**src/rtl/ilfe_ram.sv**
```systemverilog
`default_nettype none

module ilfe_ram #(
  parameter int unsigned WIDTH = 64,
  parameter int unsigned DEPTH = 64
) (
  input  wire logic                     clk_i,
  input  wire logic                     we_i,
  input  wire logic [$clog2(DEPTH)-1:0] waddr_i,
  input  wire logic [WIDTH-1:0]         wdata_i,
  input  wire logic                     re_i,
  input  wire logic [$clog2(DEPTH)-1:0] raddr_i,
  output logic      [WIDTH-1:0]         rdata_o
);

  logic [WIDTH-1:0] mem_q [DEPTH];

  always_ff @(posedge clk_i) begin
    if (we_i) begin
      mem_q[waddr_i] <= wdata_i;
    end
    if (re_i) begin
      rdata_o <= mem_q[raddr_i];
    end
  end

endmodule

`default_nettype wire
```
**config.mk**
```make
export PLATFORM = sky130hd
export DESIGN_NAME = ilfe_ram
export DESIGN_NICKNAME = d
export VERILOG_FILES = /design/src/rtl/ilfe_ram.sv
export SDC_FILE = /design/constraint.sdc
export NUM_CORES = 2
export LEC_CHECK = 0
export BUFFER_PORTS_ARGS = -buffer_cell sky130_fd_sc_hd__buf_2
export CORE_ASPECT_RATIO = 1.4
export CORE_MARGIN = 1.5
export CORE_UTILIZATION = 54
export DETAILED_ROUTE_END_ITERATION = 7
export PLACE_DENSITY = 0.72
export SLEW_MARGIN = 10
export SYNTH_ARGS = -nofsm -noshare
export SYNTH_HDL_FRONTEND = slang
export SYNTH_SLANG_ARGS = --single-unit
```
**constraint.sdc**
```tcl
create_clock -name clk_i -period 14.6 [get_ports clk_i]
set_input_delay 2.19 -clock clk_i [delete_from_list [all_inputs] [get_ports clk_i]]
set_output_delay 2.19 -clock clk_i [all_outputs]
set_load 0.05 [all_outputs]
```
Word level (Yosys, flattened, before mapping)
Memory sizes are Yosys's and may differ from the RTL's. A register that Yosys moved wholly into a read port is not among the register bits.
Cells that the tools add are included.

word-level totals
  register bits = 0
  memory bits (writable) = 4,096
  word-level logic and storage cells = 3
  memories kept = 1

cells by class
  mux-type cells = 2

memories
  memory  words  width  read ports  clocked after Yosys merged registers in  wr ports  line  text
  mem_q   64     64     1           1                                        1         16    logic [WIDTH-1:0] mem_q [DEPTH];

operators by type and width
  cell              number
  1-bit 2-to-1 mux  2

Depth between registers and ports, before layout
  word-level depth = 2
  depth in mapped cells = 9
  gate-level depth less buffers = 5

Worst setup path before layout
OpenSTA, ideal clock, no wires.

  kind = input-to-reg
  from = in waddr_i[3]
  to = mem mem_q[48][0] (enable)
  setup time = 0.564 ns
  data arrival time = 7.062 ns
  data required time = 14.036 ns
  path slack = 6.974 ns
  cell stages on the path = 4
  path buffers = 1
  cell sequence = clkbuf_1 > nor2b_1 > nand4b_1 > nor3_1

RTL lines
  element             line  text
  start: declaration  9     input wire logic [$clog2(DEPTH)-1:0] waddr_i,
  end: declaration    16

Straight into the memory's write port.

==> impl_metrics.yaml <==
status:
  status: "finished clean"
sta:
  setup_slack_ps: 8730
  relSlewSlack_pct: 12.3
  setup_viol: 0
  worst_slew_pin_slew_ps: 1310
  slew_violations: 0
  timing.fmax_mhz: 170
  clock_skew_ps: 75.9
  period_needed_ps: 5870
  hold_viol_final: 0
  rsz0062_at_grt: "false"
  fin_crit_sh_pct: 40.2
  tns_ps: 0
placement:
  dpl.cell_count: 10337
  io_buffers: 142
  gp_congestion: 0.799
  place_ws_ps: 7800
  place_hpwl_um: 219000
  placed_cell_area_um2: 163000
global_routing:
  busiest_layer: "met2"
  antenna_found_initial: 44
  grt_pass1_vias: 76718
  met1_usage_pct: 37.8
  use_met3_pct: 6.05
  grt_use_total_pct: 29.4
  grt_pass1_wl_um: 597000
  grt_use_met2_pct: 48.9
  gr-total-overflow: 0
  grt_max_degree: 132
critical_path:
  criticalPathCategory: "in2reg"
  crit_fanout: 78
  cp_common_cell: "buf_4"
  crit_arrival_ps: 6660
  crit_chain: "buf_8 -> buf_4 -> nor2_4 -> buf_4 -> buf_4 -> a22oi_1 -> and3_1 -> a211oi_1 -> buf_4"
  end_kind: "register"
  crit_required_ps: 15390
  startpoint_type: "primary input"
  critical_path.top_delay_family: "buffers and inverters"
  slowest_delay_ps: 790
  cp_num_buf_inv: 5
  slowest_stage: "nor2_4"
clock_network:
  clock-sinks: 4160
  clk_pin_slew_worst_paths_ps: 70
  insertion_delay_ps: 910
  cts_tree: "yes"
  htreeDepth: 5
  cts-root-buf: "clkbuf_16"
  ctsResizeCount: 0
  cts_setup_buffers: 0
  cts_hold_buf: 0
  clk_path_buf_depth: 4
  cts_buffers: 368
logic_synthesis:
  synth_area_um2: 157000
  synth_area_per_cell_um2: 23.8
  synth_edf_count: 4160
  ys.flop_type: "edfxtp_1"
  ys_ff_latch: 4160
  synth_common_cells: "4160 x edfxtp_1, 1024 x mux4_2, 170 x buf_2, 168 x a22oi_1, 140 x clkbuf_1"
  synth_top_area_share_pct: 79.6
  synth_area_leader_cell: "edfxtp_1"
  async_flop_share_pct: 0
  ys_warn_count: 0
  synthesis.nets: 6677
  ys_seq_area_share_pct: 79.6
  yosys-top-cells-area: "edfxtp_1 80%, mux4_2 15%, mux2i_1 0.86%"
  netlist_instances: 6598
  ys_types: 32
  synth_most_common_cell: "edfxtp_1"
final_layout:
  stdcell_count: 11020
  areaGrowthSynthToFinish_pct: 11.2
  nets: 7010
  final_area_um2: 175000
  nFillCells: 19117
  drive_gt1_share_pct: 27.4
route:
  vias: 76872
  avgRoutedWirePerCell_um: 39.1
  drcViolationCount: 0
  drtAntennaViolNets: 0
  vias_per_cell: 6.98
  dr.pass1.iters: 5
  totalWireLength_um: 431000
  drt_iter0_drc: 12248
floorplanning:
  dieArea_um2: 294000
  core_area_um2: 290000
  start_util_pct: 54.2
  dieHeight_um: 641
  die_w_um: 459
  rows: 234
  ios: 143
power:
  peakVddDrop_v: 0.000108
  p_leak_nw: 54.0
  power_density_nw_per_um2: 138
run:
  max_cap_viol_count: 0
worst_hold_path:
  worstHoldPathType: "reg2reg"
==> cell usage in the layout (no fill, tap or decap), types with 26 or more instances in the layout <==
cell type     n
a211oi_1     63
a22o_1       88
a22oi_1     168
a41oi_1      26
and3_1       64
buf_2       138
buf_4       182
bufinv_16    33
clkbuf_1     63
clkbuf_16   376
clkinv_1     81
clkinv_2     70
edfxtp_1   4160
mux2i_1     135
mux4_2     1024
nand2_1      55
nand3_1      45
nor2_1       47
nor2_4       65
o221ai_1     38
o22ai_1      83
or2_2        28
or3_1        29
==> where the power goes <==
part	switching, mW	internal (mW)	total [mW]	leakage [nW]
clock network	4.28	5.31	9.58	5.70
logic	0.742	0.398	1.14	10.8
registers	0.0383	13.2	13.3	37.5
==> registers in the layout, indices dropped and copies added, names as in the netlist <==
register and flops:
mem_q 4096, rdata_o 64
==> metal layers <==
| metal | vias to the layer above | wire (um) |
|---|---|---|
| met1 | 41008 | 143000 |
| met3 | 1139 | 50100 |
| li1 | 29167 | - |
| met4 | 28 | 21700 |
| met5 | - | 253 |
| met2 | 5530 | 216000 |
==> final cells by class <==
class	instances	area, um^2	area share (%)
diodes	24	60.1	0.0344
clock buffers	439	9650	5.53
clock inverters	220	2040	1.17
inverters	19	71.3	0.0409
multi-input cells	2049	30800	17.6
flip-flops and latches	4160	125000	71.6
well taps	3776	4720	2.71
repair buffers	333	2310	1.32
==> path summary, 6_finish.rpt <==
kind,from,endpoint,slack [ps],cells past startpoint
setup / recovery,raddr_i[2],rdata_o[45],8730,9
hold / removal,mem_q[38][12],rdata_o[12],890,4
setup reg to reg,mem_q[11][63],rdata_o[63],12380,5
hold reg to reg,mem_q[38][12],rdata_o[12],890,4
==> worst register-to-register path: stages, from the launching register on <==
cell and delay (ps):
edfxtp_1 370, mux4_2 460, nor2b_1 140, a211oi_1 360, o22ai_1 360, and3_1 260
==> cell families (layout without fill, tap and decap cells) <==
group,Yosys count,after routing,synth area share (%)
compound gates,504,504,2.47
buf+inv,389,1011,1.18
mux,1159,1159,15.6
other cells,0,24,0
flops,4160,4160,79.6
simple gates,386,386,1.23
==> through the flow <==
step	hold WS, ps	util, %	total power, mW
finish	891	60.3	24.0
global route	936	60.3	24.6
CTS	898	60.3	24.1
detailed placement	896	56.2	14.7
global placement	901	56.2	14.6
floorplan	865	-	14.2
Note: power is estimated with default switching activity, not from simulation.
